===== config.mk =====
export PLATFORM = sky130hd
export DESIGN_NAME = hbp_back
export DESIGN_NICKNAME = d
export VERILOG_FILES = /design/src/huffman_bit_packer_core_assert.svh /design/src/hbp_pkg.sv /design/src/hbp_back.sv
export SDC_FILE = /design/constraint.sdc
export NUM_CORES = 1
export LEC_CHECK = 0
export BUFFER_PORTS_ARGS = -buffer_cell sky130_fd_sc_hd__buf_2
export CORE_UTILIZATION = 60
export DETAILED_ROUTE_END_ITERATION = 10
export PLACE_DENSITY = 0.84
export SYNTH_ARGS = -nofsm -noshare
export SYNTH_HDL_FRONTEND = slang
export SYNTH_SLANG_ARGS = --single-unit

===== constraint.sdc =====
create_clock -name clk_i -period 8.4 [get_ports clk_i]
set_clock_uncertainty 0.1 [all_clocks]
set_input_delay 0.42 -clock clk_i [delete_from_list [all_inputs] [get_ports clk_i]]
set_output_delay 0.42 -clock clk_i [all_outputs]
set_load 0.05 [all_outputs]

===== src/huffman_bit_packer_core_assert.svh =====
// Assertion macros for the Huffman bit packer.
// Each macro expects clk_i and rst_ni to be visible where it is used.
`ifndef HUFFMAN_BIT_PACKER_CORE_ASSERT_SVH
`define HUFFMAN_BIT_PACKER_CORE_ASSERT_SVH

// General property, checked on every rising clock edge outside reset.
`define HBP_ASSERT(lbl, prop, msg) \
  lbl: assert property (@(posedge clk_i) disable iff (!rst_ni) (prop)) else $error(msg);

// Condition that must never be true outside reset.
`define HBP_ASSERT_NEVER(lbl, cond, msg) \
  lbl: assert property (@(posedge clk_i) disable iff (!rst_ni) !(cond)) else $error(msg);

`endif


===== src/hbp_pkg.sv =====
// Shared types and constants for the Huffman bit packer.
// No dependencies; used by every module of the block.
`timescale 1ns / 1ps
`default_nettype none

package hbp_pkg;

  localparam int BYTE_W          = 8;
  localparam int CODE_FIELD_W    = 32;
  localparam int LEN_W           = 6;
  localparam int SYM_W           = 8;
  localparam int WORD_W          = BYTE_W + CODE_FIELD_W;
  localparam int DEF_MAX_CODE_LEN = 32;
  localparam int DEF_SYMBOL_COUNT = 256;
  localparam int DEF_QUEUE_DEPTH  = 2;

  typedef enum logic [1:0] {
    FN_LOAD   = 2'd0,
    FN_ENCODE = 2'd1,
    FN_FLUSH  = 2'd2
  } func_e;

  // One unit of work handed from the lookup front end to the packer.
  typedef struct packed {
    logic                    flush;
    logic [CODE_FIELD_W-1:0] code;
    logic [LEN_W-1:0]        len;
  } hbp_item_t;

endpackage

`default_nettype wire


===== src/hbp_back.sv =====
// Packer: appends code bits MSB-first into a byte accumulator and sends one
// byte per cycle through a registered output when it is not stalled. Uses hbp_pkg.
`timescale 1ns / 1ps
`default_nettype none

module hbp_back (
  input  wire logic                       clk_i,
  input  wire logic                       rst_ni,
  input  wire logic                       item_valid_i,
  output logic                            item_ready_o,
  input  wire hbp_pkg::hbp_item_t         item_i,
  output logic                            out_valid_o,
  input  wire logic                       out_ready_i,
  output logic [hbp_pkg::BYTE_W-1:0]      out_byte_o,
  output logic                            last_o
);

  localparam int BW = hbp_pkg::BYTE_W;
  localparam int WW = hbp_pkg::WORD_W;
  localparam int TW = hbp_pkg::LEN_W;

  // Pending bits are kept left-aligned in p_q, c_q of them valid.
  logic [BW-1:0] p_q, p_d;
  logic [2:0]    c_q, c_d;
  logic          busy_q, busy_d;
  logic [WW-1:0] w_q, w_d;
  logic [TW-1:0] tot_q, tot_d;
  logic          ov_q, ov_d;
  logic [BW-1:0] ob_q, ob_d;
  logic          ol_q, ol_d;

  logic          out_free;
  logic [TW-1:0] sh;
  logic [WW-1:0] w_new;
  logic [TW-1:0] tot_new;
  logic [WW-1:0] src_w;
  logic [TW-1:0] src_tot;
  logic [TW-1:0] rem;
  logic          pop;

  assign out_free = !ov_q || out_ready_i;

  // The new code lands directly below the pending bits.
  assign sh      = TW'(WW) - TW'(c_q) - item_i.len;
  assign w_new   = {p_q, {(WW-BW){1'b0}}} | (WW'(item_i.code) << sh);
  assign tot_new = TW'(c_q) + item_i.len;
  assign src_w   = busy_q ? w_q : w_new;
  assign src_tot = busy_q ? tot_q : tot_new;
  assign rem     = src_tot - TW'(BW);

  always_comb begin
    p_d    = p_q;
    c_d    = c_q;
    busy_d = busy_q;
    w_d    = w_q;
    tot_d  = tot_q;
    ov_d   = ov_q && !out_ready_i;
    ob_d   = ob_q;
    ol_d   = ol_q;
    pop    = 1'b0;
    if (busy_q || (item_valid_i && !item_i.flush && (tot_new >= TW'(BW)))) begin
      // Send the top byte of the working word.
      if (out_free) begin
        pop    = !busy_q;
        ov_d   = 1'b1;
        ob_d   = src_w[WW-1 -: BW];
        ol_d   = (rem < TW'(BW));
        w_d    = src_w << BW;
        tot_d  = rem;
        busy_d = (rem >= TW'(BW));
        if (rem < TW'(BW)) begin
          p_d = src_w[WW-BW-1 -: BW];
          c_d = rem[2:0];
        end
      end
    end else if (item_valid_i && !item_i.flush) begin
      // Too few bits for a byte: just collect them.
      pop = 1'b1;
      p_d = w_new[WW-1 -: BW];
      c_d = tot_new[2:0];
    end else if (item_valid_i) begin
      if (c_q == '0) begin
        pop = 1'b1;
      end else if (out_free) begin
        pop  = 1'b1;
        ov_d = 1'b1;
        ob_d = p_q;
        ol_d = 1'b1;
        p_d  = '0;
        c_d  = '0;
      end
    end
  end

  assign item_ready_o = pop;
  assign out_valid_o  = ov_q;
  assign out_byte_o   = ob_q;
  assign last_o       = ol_q;

  always_ff @(posedge clk_i or negedge rst_ni) begin
    if (!rst_ni) begin
      p_q    <= '0;
      c_q    <= '0;
      busy_q <= 1'b0;
      ov_q   <= 1'b0;
    end else begin
      p_q    <= p_d;
      c_q    <= c_d;
      busy_q <= busy_d;
      ov_q   <= ov_d;
    end
  end

  always_ff @(posedge clk_i) begin
    w_q   <= w_d;
    tot_q <= tot_d;
    ob_q  <= ob_d;
    ol_q  <= ol_d;
  end

endmodule

`default_nettype wire


Yosys cells after proc, flatten, opt, wreduce, memory -nomap -nowiden
Cells that the tools add are included.

operators by class
  $add $sub $neg = 4
  order comparisons = 3
  equality and inequality tests = 5
  shifts and indexed selects = 1
  multiplexer cells = 39
  bitwise logic cells = 1
  reductions and logical operators = 16

operators by type and width
  kind                                                                                 number
  8-bit 2-to-1 mux                                                                     13
  40-bit 2-to-1 mux                                                                    1
  40-bit OR                                                                            1
  32-bit by 6-bit << shifter with 40-bit output                                        1
  3-bit 2-to-1 mux                                                                     7
  1-bit 2-to-1 mux                                                                     17
  6-bit by 4-bit greater-or-equal comparator with 1-bit output, second input constant  2
  5-bit AND reduction                                                                  2
  3-bit by 6-bit adder with 6-bit output                                               1
  6-bit by 4-bit < comparator with 1-bit output, second input constant                 1
  6-bit 2-to-1 mux                                                                     1
  3-bit nonzero test                                                                   2
  6-bit by 3-bit subtractor with 6-bit output, first input constant                    1
  6-bit by 4-bit subtractor with 6-bit output, second input constant                   1
  6-bit subtractor                                                                     1
  1-bit logical NOT                                                                    4
  2-bit by 1-bit != test with 1-bit output, second input constant                      2
  2-bit != test, second input constant                                                 2
  1-bit logical AND                                                                    3
  3-bit logical NOT                                                                    1
  3-bit != test, second input constant                                                 1
  1-bit logical OR                                                                     2
  2-bit AND reduction                                                                  1
  2-bit nonzero test                                                                   1

storage, ports and cells
  flip-flop bits (word level) = 60
  input bits = 43
  logic and storage cells = 78

Logic depth before layout (Yosys ltp)
  word-level depth = 8
  mapped depth = 14

Least setup slack after synthesis
Ideal clock, no wire load.

  kind = input-to-reg
  start point = input port item_i[0] (netlist name)
  end point = register p_q[0]
  library setup time = 0.107 ns
  arrival time = 5.688 ns
  data required time = 8.193 ns
  setup slack = 2.505 ns
  cell stages on the path = 9
  path buffers = 0
  cell sequence = ha_1 > inv_1 > fa_1 > nand2b_1 > a211oi_1 > a2111oi_4 > nor3_1 > nand3_1 > o221ai_1

on the way
  cells in the longest elaborated chain, start to end = 7
  elaborated cells on any way between the ends = 20

RTL lines
  item                                                                            line             source
  from (decl)                                                                     hbp_back.sv:11   input wire hbp_pkg::hbp_item_t item_i,
  branches (longest 7 deep; another with 3-bit by 6-bit adder with 6-bit output)  --
  to (signal assigned)                                                            hbp_back.sv:107  p_q <= p_d;
  to (decl)                                                                       hbp_back.sv:23   logic [BW-1:0] p_q, p_d;

Parallel ways; which one is timed is not known. The select of a mux whose other input is x is not followed.
A chain may end at the register's enable or synchronous reset.

Worst setup path in the final report
  start point = register c_q[1]
  end point = register ob_q[4], in the netlist out_byte_o[4] (data pin)

on the way
  cells in the longest elaborated chain, start to end = 7
  elaborated cells on any way between the ends = 11

RTL lines
  item                                           line             source
  from (decl)                                    hbp_back.sv:24   logic [2:0] c_q, c_d;
  from (signal assigned)                         hbp_back.sv:103  c_q <= '0;
  from (signal assigned)                         hbp_back.sv:108  c_q <= c_d;
  6-bit by 3-bit subtractor with 6-bit output    hbp_back.sv:44   assign sh = TW'(WW) - TW'(c_q) - item_i.len;
  6-bit subtractor                               hbp_back.sv:44
  32-bit by 6-bit << shifter with 40-bit output  hbp_back.sv:45   assign w_new = {p_q, {(WW-BW){1'b0}}} | (WW'(item_i.code) << sh);
  40-bit OR                                      hbp_back.sv:45
  40-bit 2-to-1 mux                              hbp_back.sv:47   assign src_w = busy_q ? w_q : w_new;
  8-bit 2-to-1 mux                               hbp_back.sv:63   if (out_free) begin
  8-bit 2-to-1 mux (*)                           hbp_back.sv:61   if (busy_q || (item_valid_i && !item_i.flush && (tot_new >= TW'(BW)))) begin
  net ob_d[4]                                    hbp_back.sv:29   logic [BW-1:0] ob_q, ob_d;
  to (signal assigned)                           hbp_back.sv:117  ob_q <= ob_d;
  to (decl)                                      hbp_back.sv:29

Mark *: on every way through the listed nets, which the timed path passes. The rest lies on a longest branch. The select of a mux whose other input is x is not followed.

==> summary.md <==
| Metric | Value |
|---|---|
| Synth area leader | edfxtp_1 |
| Crit share post-route | 54.5% |
| Minimum clock period | 4.58 ns |
| Synth Cell Area | 0.00507 mm² |
| Clock Path Buffers | 2 |
| Core area | 0.00818 mm² |
| DIE WIDTH | 93.9 µm |
| Number of clock sinks | 60 |
| Worst Setup End Kind | register |
| GRT overflow | 0 |
| Area grow syn2layout | 10.5% |
| Full die area | 0.00882 mm² |
| Max-Cap Viols | 0 |
| Post-synthesis cell count | 483 |
| Clock Pin Slew Worst Setup and Hold Paths | 0.07 ns |
| Most frequent cells in the layout | buf_2, edfxtp_1, nor2_1 |
| Routed WL | 13300 µm |
| DP HPWL | 9790 µm |
| Final Wtd Congestion | 0.960 |
| Setup Viol. Count Final | 0 |
| Synth top area share | 27.8% |
| Drt drc | 2 |
| Largest cells by area after synthesis | edfxtp_1, mux4_2, dfrtp_1 |
| WS Path Type | reg -> reg |
| Asr flop ratio synth | 21.7% |
| Distinct cells, synth | 58 |
| Synth Flop Type | edfxtp_1 |
| CTS tree | built |
| Postcts setup bufs | 0 |
| Syn_nets | 538 |
| Register area share after synthesis | 34.3% |
| CTS Buf Count | 9 |
| Number of global-route vias before repair | 4069 |
| Antenna Nets Post-Route | 0 |
| Root buffer cell | clkbuf_8 |
| Hold Path Depth | 3 |
| Row cnt | 33 |
| Hold Path Class | in -> reg |
| H-tree depth | 3 |
| Drt via density | 6.90 |
| Startpoint types | register |
| Number of diodes | 0 |
| R2R Setup Slk | 3.82 ns |
| FMAX | 219 MHz |
| Commonest non-fill, non-tap cell in the layout | buf_2 |
| Initial antenna violation count | 0 |
| Hold Startpoint | item_valid_i |
| Setup_tns | 0 ns |
| Violated checks | DRC |
| Die H | 93.9 µm |
| Initial core utilization | 62.0% |
| Post-layout util | 68.5% |
| Hold EP | out_valid_o |
| Max FO, Critical Path | 22 |
| Drt first pass iters | 9 |
| Share of layout cells above drive strength 1 | 27.8% |
| Wirelength per Cell | 21.1 µm |
| Worst slew pin tran | 0.992 ns |
| Largest net degree at the start of global routing | 41 |
| Area after DPL | 0.00539 mm² |
| Final hold violations | 0 |
| Global-route wire length before repair | 21300 µm |
| Vias post-DR | 4355 |
| Slew Limit Headroom | 33.9% |
| Reg2reg path depth | 9 |
| Status | finished, violations left |
| FF-to-FF End | out_byte_o[4] |
| Resized cells post-CTS | 0 |
| CP required | 8.36 ns |
| Worst r2r src | c_q[1] |
| #FFs+latches synth | 60 |
| Io pins | 54 |
| Arr. time, crit path | 4.53 ns |
| Count of synthesis-stage warnings from yosys | 0 |
| Max-slew violation count | 0 |
| Clk_lat worst skew | 0.34 ns |
| Syn Area/Cell | 10.5 µm² |
| Post-synth EDFFs | 47 |
| RSZ-0062 raised after global routing | false |
| Total GRT Usage | 32.2% |
| Final Instance Area | 0.00560 mm² |
| Drt first-iter violations | 585 |
| IO Port Bufs | 53 |
| # nets final | 576 |
==> sequential cells by signal (all words and copies together), names as in the netlist <==
| signal | count |
|---|---|
| w_q | 32 |
| out_byte_o | 8 |
| p_q | 8 |
| tot_q | 6 |
| c_q | 3 |
| busy_q | 1 |
| last_o | 1 |
| out_valid_o | 1 |
==> area by class of cell <==
| cell class | instances | area, µm² |
|---|---|---|
| multi-input combinational | 356 | 3090 |
| fill | 639 | 2570 |
| sequential | 60 | 1740 |
| timing repair buffer | 60 | 320 |
| tap | 105 | 131 |
| inverter | 34 | 128 |
| clock buffer | 9 | 124 |
| clock inverter | 7 | 75.1 |
==> kinds of logic after synthesis <==
kind of cell / share of synthesized area [%]
compound gates: 18.8
buf+inv: 5.26
flops: 34.3
simple gates: 12.6
xor+xnor: 0.691
fa+ha+maj: 3.26
mux: 25.1
==> per-stage QoR <==
stage,std cells,hold slack (ns),worst slack (ns)
3_5_place_dp,614,0.249,3.78
6_report,631,0.290,3.82
4_1_cts,631,0.269,3.87
2_1_floorplan,483,0.0244,2.51
5_1_grt,631,0.328,3.51
3_3_place_gp,614,0.244,3.94
==> how the worst max path moves through the flow <==
stage                    from       endpoint  cells after the start
finish                 c_q[1]  out_byte_o[4]                      9
global route           c_q[1]  out_byte_o[4]                      9
global placement    item_i[1]  out_byte_o[4]                     10
detailed placement  item_i[1]  out_byte_o[4]                     10
floorplan           item_i[0]         p_q[0]                      9
CTS                    c_q[1]  out_byte_o[4]                      9
==> cell usage after synthesis (6+ instances only) <==
cell       n
nor2_1    36
o221ai_1  10
and3_1     8
buf_2      6
mux4_2    33
o22ai_1    8
a22oi_1    7
mux2_2    23
o21bai_1   7
a211oi_1   8
inv_1     33
a21oi_1   14
edfxtp_1  47
nor3_1    21
mux2i_1   24
a221oi_1   6
ha_1      10
dfrtp_1   13
o21ai_0   26
nand3_1   10
clkbuf_1  25
a22o_1    13
nand2_1   30
==> repair_timing <==
| action | in CTS | in global routing |
|---|---|---|
| endpoints found under the hold margin | 13 | 0 |
| setup endpoints to repair | 0 | 0 |
| hold buffers | 1 | 0 |
==> layer usage <==
metal / vias to the layer above / wire (µm) / track usage, %
met1: 2098 / 5610 / 45.7
met4: 0 / 301 / 10.4
met2: 264 / 6150 / 50.4
li1: 1962 / - / -
met5: - / 0 / 0
met3: 31 / 1230 / 5.74
==> worst max-delay path, cell delays in order, from the launching register on <==
cell and delay (ns):
dfrtp_1 0.43, ha_1 0.34, inv_1 0.05, ha_1 0.22
fa_1 1.08, inv_1 0.60, mux4_2 0.62, a222oi_1 0.51
a311o_1 0.24, o21ai_0 0.08
Power is left out: the tool's default activity adds up to more than one toggle a clock period on the data nets, which glitch-free logic cannot reach.
