`src/huffman_bit_packer_core_assert.svh`:
```
// Assertion macros for the Huffman bit packer.
// Each macro expects clk_i and rst_ni to be visible where it is used.
`ifndef HUFFMAN_BIT_PACKER_CORE_ASSERT_SVH
`define HUFFMAN_BIT_PACKER_CORE_ASSERT_SVH

// General property, checked on every rising clock edge outside reset.
`define HBP_ASSERT(lbl, prop, msg) \
  lbl: assert property (@(posedge clk_i) disable iff (!rst_ni) (prop)) else $error(msg);

// Condition that must never be true outside reset.
`define HBP_ASSERT_NEVER(lbl, cond, msg) \
  lbl: assert property (@(posedge clk_i) disable iff (!rst_ni) !(cond)) else $error(msg);

`endif

```
`src/hbp_pkg.sv`:
```
// Shared types and constants for the Huffman bit packer.
// No dependencies; used by every module of the block.
`timescale 1ns / 1ps
`default_nettype none

package hbp_pkg;

  localparam int BYTE_W          = 8;
  localparam int CODE_FIELD_W    = 32;
  localparam int LEN_W           = 6;
  localparam int SYM_W           = 8;
  localparam int WORD_W          = BYTE_W + CODE_FIELD_W;
  localparam int DEF_MAX_CODE_LEN = 32;
  localparam int DEF_SYMBOL_COUNT = 256;
  localparam int DEF_QUEUE_DEPTH  = 2;

  typedef enum logic [1:0] {
    FN_LOAD   = 2'd0,
    FN_ENCODE = 2'd1,
    FN_FLUSH  = 2'd2
  } func_e;

  // One unit of work handed from the lookup front end to the packer.
  typedef struct packed {
    logic                    flush;
    logic [CODE_FIELD_W-1:0] code;
    logic [LEN_W-1:0]        len;
  } hbp_item_t;

endpackage

`default_nettype wire

```
`src/hbp_fifo.sv`:
```
// Short work queue between the lookup front end and the packer.
// Uses hbp_pkg for the item type.
`timescale 1ns / 1ps
`default_nettype none

module hbp_fifo #(
  parameter int DEPTH = hbp_pkg::DEF_QUEUE_DEPTH
) (
  input  wire logic                  clk_i,
  input  wire logic                  rst_ni,
  input  wire logic                  in_valid_i,
  output logic                       in_ready_o,
  input  wire hbp_pkg::hbp_item_t    in_item_i,
  output logic                       out_valid_o,
  input  wire logic                  out_ready_i,
  output hbp_pkg::hbp_item_t         out_item_o,
  output logic [$clog2(DEPTH+1)-1:0] level_o
);

  localparam int PTR_W = $clog2(DEPTH);
  localparam int CNT_W = $clog2(DEPTH + 1);

  hbp_pkg::hbp_item_t slots_q [DEPTH];
  logic [PTR_W-1:0]   wr_ptr_q, rd_ptr_q;
  logic [CNT_W-1:0]   level_q;
  logic               push, pop;

  assign in_ready_o  = (level_q != CNT_W'(DEPTH));
  assign out_valid_o = (level_q != '0);
  assign out_item_o  = slots_q[rd_ptr_q];
  assign level_o     = level_q;
  assign push        = in_valid_i && in_ready_o;
  assign pop         = out_valid_o && out_ready_i;

  always_ff @(posedge clk_i) begin
    if (push) begin
      slots_q[wr_ptr_q] <= in_item_i;
    end
  end

  always_ff @(posedge clk_i or negedge rst_ni) begin
    if (!rst_ni) begin
      wr_ptr_q <= '0;
      rd_ptr_q <= '0;
      level_q  <= '0;
    end else begin
      if (push) begin
        wr_ptr_q <= (wr_ptr_q == PTR_W'(DEPTH - 1)) ? '0 : wr_ptr_q + PTR_W'(1);
      end
      if (pop) begin
        rd_ptr_q <= (rd_ptr_q == PTR_W'(DEPTH - 1)) ? '0 : rd_ptr_q + PTR_W'(1);
      end
      if (push && !pop) begin
        level_q <= level_q + CNT_W'(1);
      end else if (pop && !push) begin
        level_q <= level_q - CNT_W'(1);
      end
    end
  end

endmodule

`default_nettype wire

```
`config.mk`:
```
export PLATFORM = sky130hd
export DESIGN_NAME = hbp_fifo
export DESIGN_NICKNAME = d
export VERILOG_FILES = /design/src/huffman_bit_packer_core_assert.svh /design/src/hbp_pkg.sv /design/src/hbp_fifo.sv
export SDC_FILE = /design/constraint.sdc
export NUM_CORES = 1
export LEC_CHECK = 0
export ABC_AREA = 1
export BUFFER_PORTS_ARGS = -buffer_cell sky130_fd_sc_hd__buf_2
export CORE_MARGIN = 4
export CORE_UTILIZATION = 51
export CTS_CLUSTER_SIZE = 25
export DETAILED_ROUTE_END_ITERATION = 10
export MAX_ROUTING_LAYER = met4
export PLACE_DENSITY = 0.87
export REMOVE_ABC_BUFFERS = 1
export SLEW_MARGIN = 20
export SYNTH_ARGS = -nofsm -noshare
export SYNTH_HDL_FRONTEND = slang
export SYNTH_SLANG_ARGS = --single-unit
```
`constraint.sdc`:
```
create_clock -name clk_i -period 3.4 [get_ports clk_i]
set_input_delay 0.51 -clock clk_i [delete_from_list [all_inputs] [get_ports clk_i]]
set_output_delay 0.51 -clock clk_i [all_outputs]
set_load 0.05 [all_outputs]
```
# [After elaboration in Yosys (flattened, before gate mapping)]
# Memories as Yosys holds them, arrays and structs flattened.
# Cells that the tools add are included.
[word_totals] n_memories=1 out_inout_bits=43 ram_bits=78 regBits=4 input_bits=43 word_cells=23
[memory_table] name="slots_q" depth=2 width=39 rd=1 rd_ports_with_merged_regs=0 write_ports=1 line_no="hbp_fifo.sv:23" source="hbp_pkg::hbp_item_t slots_q [DEPTH];"
[classes] n_eq_ne=1 muxes=6 addsub=4 reduce_logical=8
[op_table] cell="$logic_and A1 B1 Y1" count=4
[op_table] cell="$mux W1" count=4
[op_table] cell="$mux W2" count=2
[op_table] cell="$reduce_bool A2 Y1" count=2
[op_table] cell="$add A1 B1 Y1 const B" count=2
[op_table] cell="$add A2 B1 Y2 const B" count=1
[op_table] cell="$logic_not A1 Y1" count=2
[op_table] cell="$ne A2 B2 Y1 const B" count=1
[op_table] cell="$sub A2 B1 Y2 const B" count=1

# [Depth between registers and ports, before layout]
# Gate-level depths: netlist of the first run.
[depth] word_depth=6 mapped_depth=10 ltp_nobuf=10

# [Worst setup path before layout of the first run]
# OpenSTA, ideal clock, no wires.
[synth_timing] path_kind="flip-flop to flip-flop" from="reg level_q[0] (netlist: level_o[0])" to="mem slots_q[0][0] in the netlist's numbering, enable pin" required_time_ps=2965 stages_incl_launch_ff=5 period_less_slack_ps=3180 t_arrival_ps=2745 path_slack_ps=220 setup_time_ps=435 path_buffers=0 path_cell_list="dfrtp_1 -> inv_2 -> nand2_4 -> nand2_4 -> nor2_1"
[synth_between] elab_chain_cells=4
[synth_lines] element="from (decl)" line_no="hbp_fifo.sv:25" source="logic [CNT_W-1:0] level_q;"
[synth_lines] element="from (signal assigned)" line_no="hbp_fifo.sv:54" source="level_q <= level_q + CNT_W'(1);"
[synth_lines] element="from (signal assigned)" line_no="hbp_fifo.sv:56" source="level_q <= level_q - CNT_W'(1);"
[synth_lines] element="$ne A2 B2 Y1" line_no="hbp_fifo.sv:28" source="assign in_ready_o = (level_q != CNT_W'(DEPTH));"
[synth_lines] element="via in_ready_o" line_no="hbp_fifo.sv:12" source="output logic in_ready_o,"
[synth_lines] element="$logic_and A1 B1 Y1" line_no="hbp_fifo.sv:32" source="assign push = in_valid_i && in_ready_o;"
[synth_lines] element="$mux W1" line_no="hbp_fifo.sv:36" source="if (push) begin"
[synth_lines] element="$mux W1 (not written as such)" line_no="hbp_fifo.sv:37" source="slots_q[wr_ptr_q] <= in_item_i;"
[synth_lines] element="to (decl)" line_no="hbp_fifo.sv:23"
# The timed path passes the listed nets, and every way through them passes these cells.

==> results of run 1 <==
cells by family (layout without fill, tap and decap cells):
| logic type | after synthesis | count (layout) | synth area share (%) |
|---|---|---|---|
| buffers and inverters | 16 | 112 | 4.41 |
| and+or+nand+nor | 132 | 132 | 16.8 |
| adders and majority gates | 1 | 1 | 0.397 |
| DFF | 82 | 82 | 77.6 |
| xor gates and xnor gates | 2 | 2 | 0.795 |
synthesized netlist by cell type:
library cell and number:
edfxtp_1 78, dfrtp_1 4, inv_2 2, nor2_1 2
nand2_2 1, buf_6 8, ha_1 1, inv_8 1
nand2_1 123, nand4_1 1, nand3_2 1, nand3_1 1
nand2_4 3, xnor2_1 1, xor2_2 1, buf_8 1
inv_1 4
per-stage QoR:
stage / instances / hold WS [ps] / util (%)
2_1_floorplan: 224 / 214 / -
3_3_place_gp: 386 / 326 / 60.3
3_5_place_dp: 386 / 325 / 60.3
4_1_cts: 403 / 348 / 64.0
5_1_grt: 404 / 337 / 64.5
6_report: 404 / 361 / 64.5
metal layers:
layer | wire [um] | part of all wire, %
met1 | 2070 | 39
met2 | 2780 | 53
met3 | 351 | 6.6
met4 | 83 | 1.6
met5 | 0 | 0
area by class of cell:
cell class,instances,area (sq um),share of cell area (%)
clock inverters,6,81.3,2.12
well taps,75,93.8,2.44
multi-input cells,135,583,15.2
clock buffers,10,128,3.32
inverters,7,33.8,0.880
repair buffers,89,478,12.4
flip-flops and latches,82,2440,63.6
sequential cells by signal (all words and copies together) (netlist names):
register / cells
rd_ptr_q: 1
wr_ptr_q: 1
level_o: 2
slots_q: 78
worst max-delay path, delay by kind of cell (launching register included):
kind,cells,cell delay (ps)
simple gates,2,160
buf+inv,3,760
flops,1,710
worst max-delay path by stage:
| stage | endpoint | slack [ps] | start | cells after the start |
|---|---|---|---|---|
| final | out_item_o[36] | 900 | rd_ptr_q | 5 |
| after global routing | out_item_o[13] | 710 | rd_ptr_q | 5 |
| after CTS | out_item_o[14] | 860 | rd_ptr_q | 5 |
| after detailed placement | out_item_o[14] | 1230 | rd_ptr_q | 5 |
| after global placement | out_item_o[10] | 1270 | rd_ptr_q | 5 |
| after floorplan | slots_q[0][0] | 220 | level_o[0] | 4 |
what timing repair did:
item	in CTS	in global routing
endpoints found under the hold margin	4	0
setup buffers	0	0
hold buffers	1	0
==> results.json, run 1 <==
{
  "status": "finished, final reports clean",
  "period_needed_ps": 2500,
  "worst_setup_path_start_kind": "register",
  "min_to": "slots_q[1][29]",
  "setup_viol": 0,
  "critPathKind": "reg -> out",
  "wl_per_cell_um": 13.1,
  "yosys-top-cells-area": "edfxtp_1 (74%), nand2_1 (15%), dfrtp_1 (3.2%)",
  "drt_first_iter_violations": 106,
  "worstHoldStart": "in_item_i[29]",
  "grtUsageMet3_pct": 4.94,
  "reg2reg_depth": 5,
  "dieArea_sq_um": 7500,
  "post_cts_resized": 0,
  "finClkSkew_ps": 6.44,
  "fillers": 466,
  "r2r-start": "level_o[0]",
  "crit_slowest_cell": "dfrtp_1",
  "crit_chain": "buf_4 > inv_8 > nand2_1 > nand2_1 > buf_2",
  "cts_tree": "built",
  "grt_pass1_wl_um": 8450,
  "hold_viol": 0,
  "first_pass_iters": 5,
  "io_buffers": 85,
  "clock-sinks": 82,
  "rr_endpoint": "slots_q[0][25]",
  "h-tree-depth": 3,
  "path_common_cell": "nand2_1",
  "antenna_cells": 0,
  "initial_utilization_pct": 52.9,
  "cp_max_fo": 40,
  "synth_top_area_share_pct": 74.4,
  "synth.distinct_cells": 17,
  "drt_wl_total_um": 5290,
  "grt_usage_pct": 15.6,
  "place_area_sq_um": 3590,
  "r2r_slack_ps": 1460,
  "critPathMaxStageDelay_ps": 710,
  "cp.arrival_ps": 1990,
  "seq_area_frac_synth_pct": 77.6,
  "avgSynthCellArea_sq_um": 13.5,
  "worst_slew_pin_slew_ps": 805,
  "ios": 86,
  "mostFrequentLayoutCells": "nand2_1 (123), buf_2 (85), edfxtp_1 (78)",
  "syn-cell-area_sq_um": 3150,
  "slew_violations": 0,
  "dp_hpwl_um": 3580,
  "vias": 1905,
  "fin_nets": 368,
  "grt-busiest-layer": "met2",
  "maxCapViolations": 0,
  "clk_root_buffer_cell": "clkbuf_8",
  "rsz0062_at_grt": "false",
  "met2_usage_pct": 26.0,
  "drive_above_1_share_pct": 34.3,
  "die_h_um": 86.6,
  "layout_commonest_cell": "nand2_1",
  "setup_ws_ps": 904,
  "area_growth_pct": 21.9,
  "final_cell_area_sq_um": 3840,
  "synth-seq-cells": 82,
  "fin_crit_sh_pct": 73.4,
  "grt_pass1_vias": 1873,
  "netlist_instances": 233,
  "rows": 28,
  "pre_cts_slack_ps": 1230,
  "synth.largest_area_cell": "edfxtp_1",
  "ys_warn_count": 0,
  "critPathCaptureType": "output pin",
  "grt_use_met1_pct": 17.1,
  "clk_latency_ps": 330,
  "antenna_found_initial": 0,
  "clk_path_buf_depth": 2,
  "place.gp.congestion": 0.711,
  "min_path_type": "in -> reg",
  "chipWidth_um": 86.6,
  "required_ps": 2890,
  "cts_buffers": 9,
  "fin_setup_tns_ps": 0,
  "overflow": 0,
  "grt_max_degree": 41,
  "fmax_mhz": 401,
  "ant_nets": 0,
  "coreArea_sq_um": 5960,
  "drc": 0,
  "clk_pin_slew_worst_paths_ps": 80,
  "relSlewSlack_pct": 46.2,
  "min_delay_path_depth": 1,
  "viasPerCell": 4.72
}
Power of run 1 is not shown: default switching activity piles up to over one toggle a cycle in this logic, so the estimate is an artifact.
==> run 2, diff against run 1 <==
==> constraint.sdc (replaced) <==
create_clock -name clk_i -period 2.4 [get_ports clk_i]
set_input_delay 0.36 -clock clk_i [delete_from_list [all_inputs] [get_ports clk_i]]
set_output_delay 0.36 -clock clk_i [all_outputs]
set_load 0.05 [all_outputs]
==> run 2 against run 1 <==
Compared with the run above:
- die area did not move
- setup slack got worse by 660 ps
- sequential share of layout area rose by 0.12 points
- clock skew increased by 1.3 ps
- non-clock buffer count is 3 higher
- critical path depth decreased by 1
- utilization fell by 0.13 points
==> results.json, run 2 (synthesis results as in run 1) <==
{
  "cts_tree": "built",
  "status": "finished, final reports clean",
  "finClkSkew_ps": 7.76,
  "min_delay_path_depth": 1,
  "drt_first_iter_violations": 81,
  "relSlewSlack_pct": 60.4,
  "setup_viol": 0,
  "vias": 1900,
  "drt_wl_total_um": 5520,
  "clock-sinks": 82,
  "die_h_um": 86.6,
  "grt_usage_pct": 16.2,
  "hold_viol": 0,
  "dp_hpwl_um": 3770,
  "place_area_sq_um": 3620,
  "antenna_cells": 0,
  "placed_cells": 390,
  "fmax_mhz": 464,
  "fillers": 460,
  "worst_slew_pin_slew_ps": 595,
  "clk_root_buffer_cell": "clkbuf_8",
  "worst_setup_path_start_kind": "register",
  "grt_pass1_vias": 1928,
  "cts_buffers": 9,
  "reg2reg_depth": 9,
  "maxCapViolations": 0,
  "period_needed_ps": 2160,
  "crit_path_start": "rd_ptr_q",
  "mostFrequentLayoutCells": "nand2_1 (123), buf_2 (85), edfxtp_1 (78)",
  "first_pass_iters": 4,
  "crit_end": "out_item_o[28]",
  "final_cell_area_sq_um": 3830,
  "dieArea_sq_um": 7500,
  "grt_pass1_wl_um": 8870,
  "clk_latency_ps": 330,
  "fin_crit_sh_pct": 89.9,
  "regMostFlops": "slots_q",
  "io_buffers": 85,
  "largest_reg_flops": 78,
  "initial_utilization_pct": 52.9,
  "grt_max_degree": 41,
  "area_growth_pct": 21.7,
  "layout_commonest_cell": "nand2_1",
  "critPathKind": "reg -> out",
  "rr_endpoint": "level_o[1]",
  "cp.arrival_ps": 1800,
  "post_cts_resized": 0,
  "viasPerCell": 4.68,
  "drc": 0,
  "h-tree-depth": 3,
  "antenna_found_initial": 0,
  "clk_path_buf_depth": 2,
  "min_path_type": "in -> reg",
  "r2r_slack_ps": 930,
  "fin_nets": 371,
  "final_cells": 406,
  "clk_pin_slew_worst_paths_ps": 70,
  "slew_violations": 0,
  "rows": 28,
  "cp_max_fo": 14,
  "worstHoldStart": "in_item_i[1]",
  "ios": 86,
  "rsz0062_at_grt": "false",
  "overflow": 0,
  "critPathCaptureType": "output pin",
  "drive_above_1_share_pct": 34.1,
  "coreArea_sq_um": 5960,
  "required_ps": 2040,
  "place.gp.congestion": 0.759,
  "r2r-start": "level_o[0]",
  "wl_per_cell_um": 13.6,
  "seqCellArea_sq_um": 2440,
  "multi_input_area_sq_um": 583,
  "chipWidth_um": 86.6,
  "ant_nets": 0
}
[run 2: cell count changes in the layout (fill, tap and decap cells not counted), sizes merged]
cell,change
clkbuf,+1
clkinv,-1
buf,+3
clkinvlp,-1
[run 2: final cells by class]
class	instances	area share (%)
Inverter	7	0.881
Clock buffer	11	3.43
Timing Repair Buffer	92	12.5
Sequential cell	82	63.7
Clock inverter	4	1.76
Tap cell	75	2.45
Multi-Input combinational cell	135	15.2
[run 2: critical path, cell delays in order, from the launching register on]
cell	delay, ps
dfrtp_1	720
buf_4	320
nand2_1	80
nand2_1	80
buf_2	260
[run 2: worst min path at each step]
stage               slack (ps)              to
floorplan                   60      level_o[0]
global placement           180      level_o[1]
detailed placement         180      level_o[0]
CTS                        190  slots_q[1][13]
global route               190   slots_q[0][2]
finish                     210   slots_q[1][1]
[run 2: what timing repair did]
action | CTS | global route
endpoints found under the hold margin | 4 | 0
buffers inserted | 0 | 0
hold buffers | 1 | 0
[run 2: metrics by stage]
step / hold slack (ps) / setup TNS, ps / worst slack [ps] / utilization, %
after floorplan: 64.4 / -60870 / -780 / -
after global placement: 175 / 0 / 611 / 60.8
after detailed placement: 175 / 0 / 583 / 60.8
after CTS: 191 / 0 / 207 / 64.3
after global routing: 187 / 0 / 66.8 / 64.3
final: 212 / 0 / 243 / 64.3
[run 2: per-layer routing]
layer | routed length, um | vias up | track usage [%]
li1 | - | 962 | -
met1 | 2340 | 865 | 19.7
met2 | 2720 | 62 | 26.0
met3 | 349 | 11 | 3.80
met4 | 104 | 0 | 6.80
met5 | 0 | - | -
Power of run 2 is left out for the same reason.
==> run 3, diff against run 2 <==
==> constraint.sdc (replaced) <==
create_clock -name clk_i -period 2.2 [get_ports clk_i]
set_input_delay 0.33 -clock clk_i [delete_from_list [all_inputs] [get_ports clk_i]]
set_output_delay 0.33 -clock clk_i [all_outputs]
set_load 0.05 [all_outputs]
==> run 3 against run 2 <==
Compared with the run above:
- non-clock buffer count is 2 lower
- utilization is 0.69 points higher
- critical path type unchanged
- first-iteration DRC count grew 86%
- routed wire length grew 2.3%
- clock skew about the same
- critical path depth stayed put
- cell count down 0.25%
- register-to-register slack got worse by 290 ps
- hold slack worse by 49 ps
- design area grew 1.1%
- clock-buffer cell count fell by 2
==> results.json, run 3 (synthesis results as in run 1) <==
{
  "status": "finished, final reports clean",
  "drc": 0,
  "placed_cells": 388,
  "ant_nets": 0,
  "slew_violations": 0,
  "rows": 28,
  "drive_above_1_share_pct": 35.2,
  "coreArea_sq_um": 5960,
  "cts_tree": "built",
  "rr_endpoint": "slots_q[0][25]",
  "dieArea_sq_um": 7500,
  "min_path_type": "in -> reg",
  "grt_pass1_wl_um": 8830,
  "cp.arrival_ps": 1600,
  "wl_per_cell_um": 13.9,
  "worstHoldStart": "in_item_i[27]",
  "dp_hpwl_um": 3750,
  "die_h_um": 86.6,
  "area_growth_pct": 23.0,
  "min_to": "slots_q[1][27]",
  "drt_first_iter_violations": 151,
  "antenna_found_initial": 0,
  "regMostFlops": "slots_q",
  "clock-sinks": 82,
  "layout_commonest_cell": "nand2_1",
  "drt_wl_total_um": 5650,
  "r2r-start": "level_o[0]",
  "worst_slew_pin_slew_ps": 520,
  "first_pass_iters": 4,
  "setup_viol": 0,
  "final_cells": 405,
  "reg2reg_depth": 5,
  "viasPerCell": 4.74,
  "fin_crit_sh_pct": 87.6,
  "initial_utilization_pct": 52.9,
  "io_buffers": 85,
  "required_ps": 1870,
  "cts_buffers": 9,
  "clk_latency_ps": 350,
  "antenna_cells": 0,
  "relSlewSlack_pct": 65.3,
  "cp_max_fo": 19,
  "grt_usage_pct": 16.8,
  "largest_reg_flops": 78,
  "maxCapViolations": 0,
  "vias": 1921,
  "fmax_mhz": 519,
  "hold_viol": 0,
  "fin_nets": 369,
  "worst_setup_path_start_kind": "register",
  "h-tree-depth": 3,
  "critPathKind": "reg -> out",
  "clk_root_buffer_cell": "clkbuf_8",
  "grt_pass1_vias": 1883,
  "mostFrequentLayoutCells": "nand2_1 (123), buf_2 (85), edfxtp_1 (78)",
  "rsz0062_at_grt": "false",
  "min_delay_path_depth": 1,
  "finClkSkew_ps": 7.33,
  "chipWidth_um": 86.6,
  "ios": 86,
  "place.gp.congestion": 0.695,
  "clk_path_buf_depth": 2,
  "clk_pin_slew_worst_paths_ps": 80,
  "overflow": 0,
  "critPathCaptureType": "output pin",
  "grt_max_degree": 41,
  "period_needed_ps": 1930,
  "r2r_slack_ps": 640
}
==> run 3: through the flow <==
stage / hold WS, ps / util [%] / setup TNS [ps] / instance area (sq um) / setup slack, ps
detailed placement: 144 / 60.8 / 0 / 3620 / 442
global placement: 143 / 60.8 / 0 / 3620 / 467
global route: 142 / 65.0 / 0 / 3870 / 131
finish: 163 / 65.0 / 0 / 3870 / 274
CTS: 148 / 65.0 / 0 / 3870 / 59.2
floorplan: 34.4 / - / -76470 / 3040 / -980
==> run 3: how the worst max path moves through the flow <==
stage	slack, ps	start	to
floorplan	-980	level_o[0]	slots_q[0][0]
global placement	470	rd_ptr_q	out_item_o[27]
detailed placement	440	rd_ptr_q	out_item_o[18]
global route	130	rd_ptr_q	out_item_o[33]
finish	270	rd_ptr_q	out_item_o[18]
CTS	60	rd_ptr_q	out_item_o[18]
==> run 3: area by class of cell <==
type | count | area (sq um)
Sequential cell | 82 | 2440
Tap cell | 75 | 93.8
Fill cell | 453 | 2080
Multi-Input combinational cell | 135 | 583
Inverter | 7 | 33.8
Clock inverter | 7 | 118
Clock buffer | 9 | 124
Timing Repair Buffer | 90 | 478
==> run 3: timing repair <==
action | CTS | global route
setup buffers | 0 | 0
hold buffers | 1 | 0
endpoints found under the setup margin | 0 | 18
hold endpoints to repair | 4 | 0
gates resized for setup | 0 | 1
==> run 3: worst max-delay path, stage by stage (launching register included) <==
cell,delay [ps]
dfrtp_2,550
buf_4,290
nand2_1,80
nand2_1,70
buf_2,250
==> run 3: metal layers <==
metal	vias to the layer above	track usage, %	share of wire (%)
li1	959	-	-
met1	880	19.8	39
met2	74	26.8	52
met3	8	4.56	7.2
met4	0	8.22	1.7
met5	-	-	0
Power of run 3 is left out for the same reason.
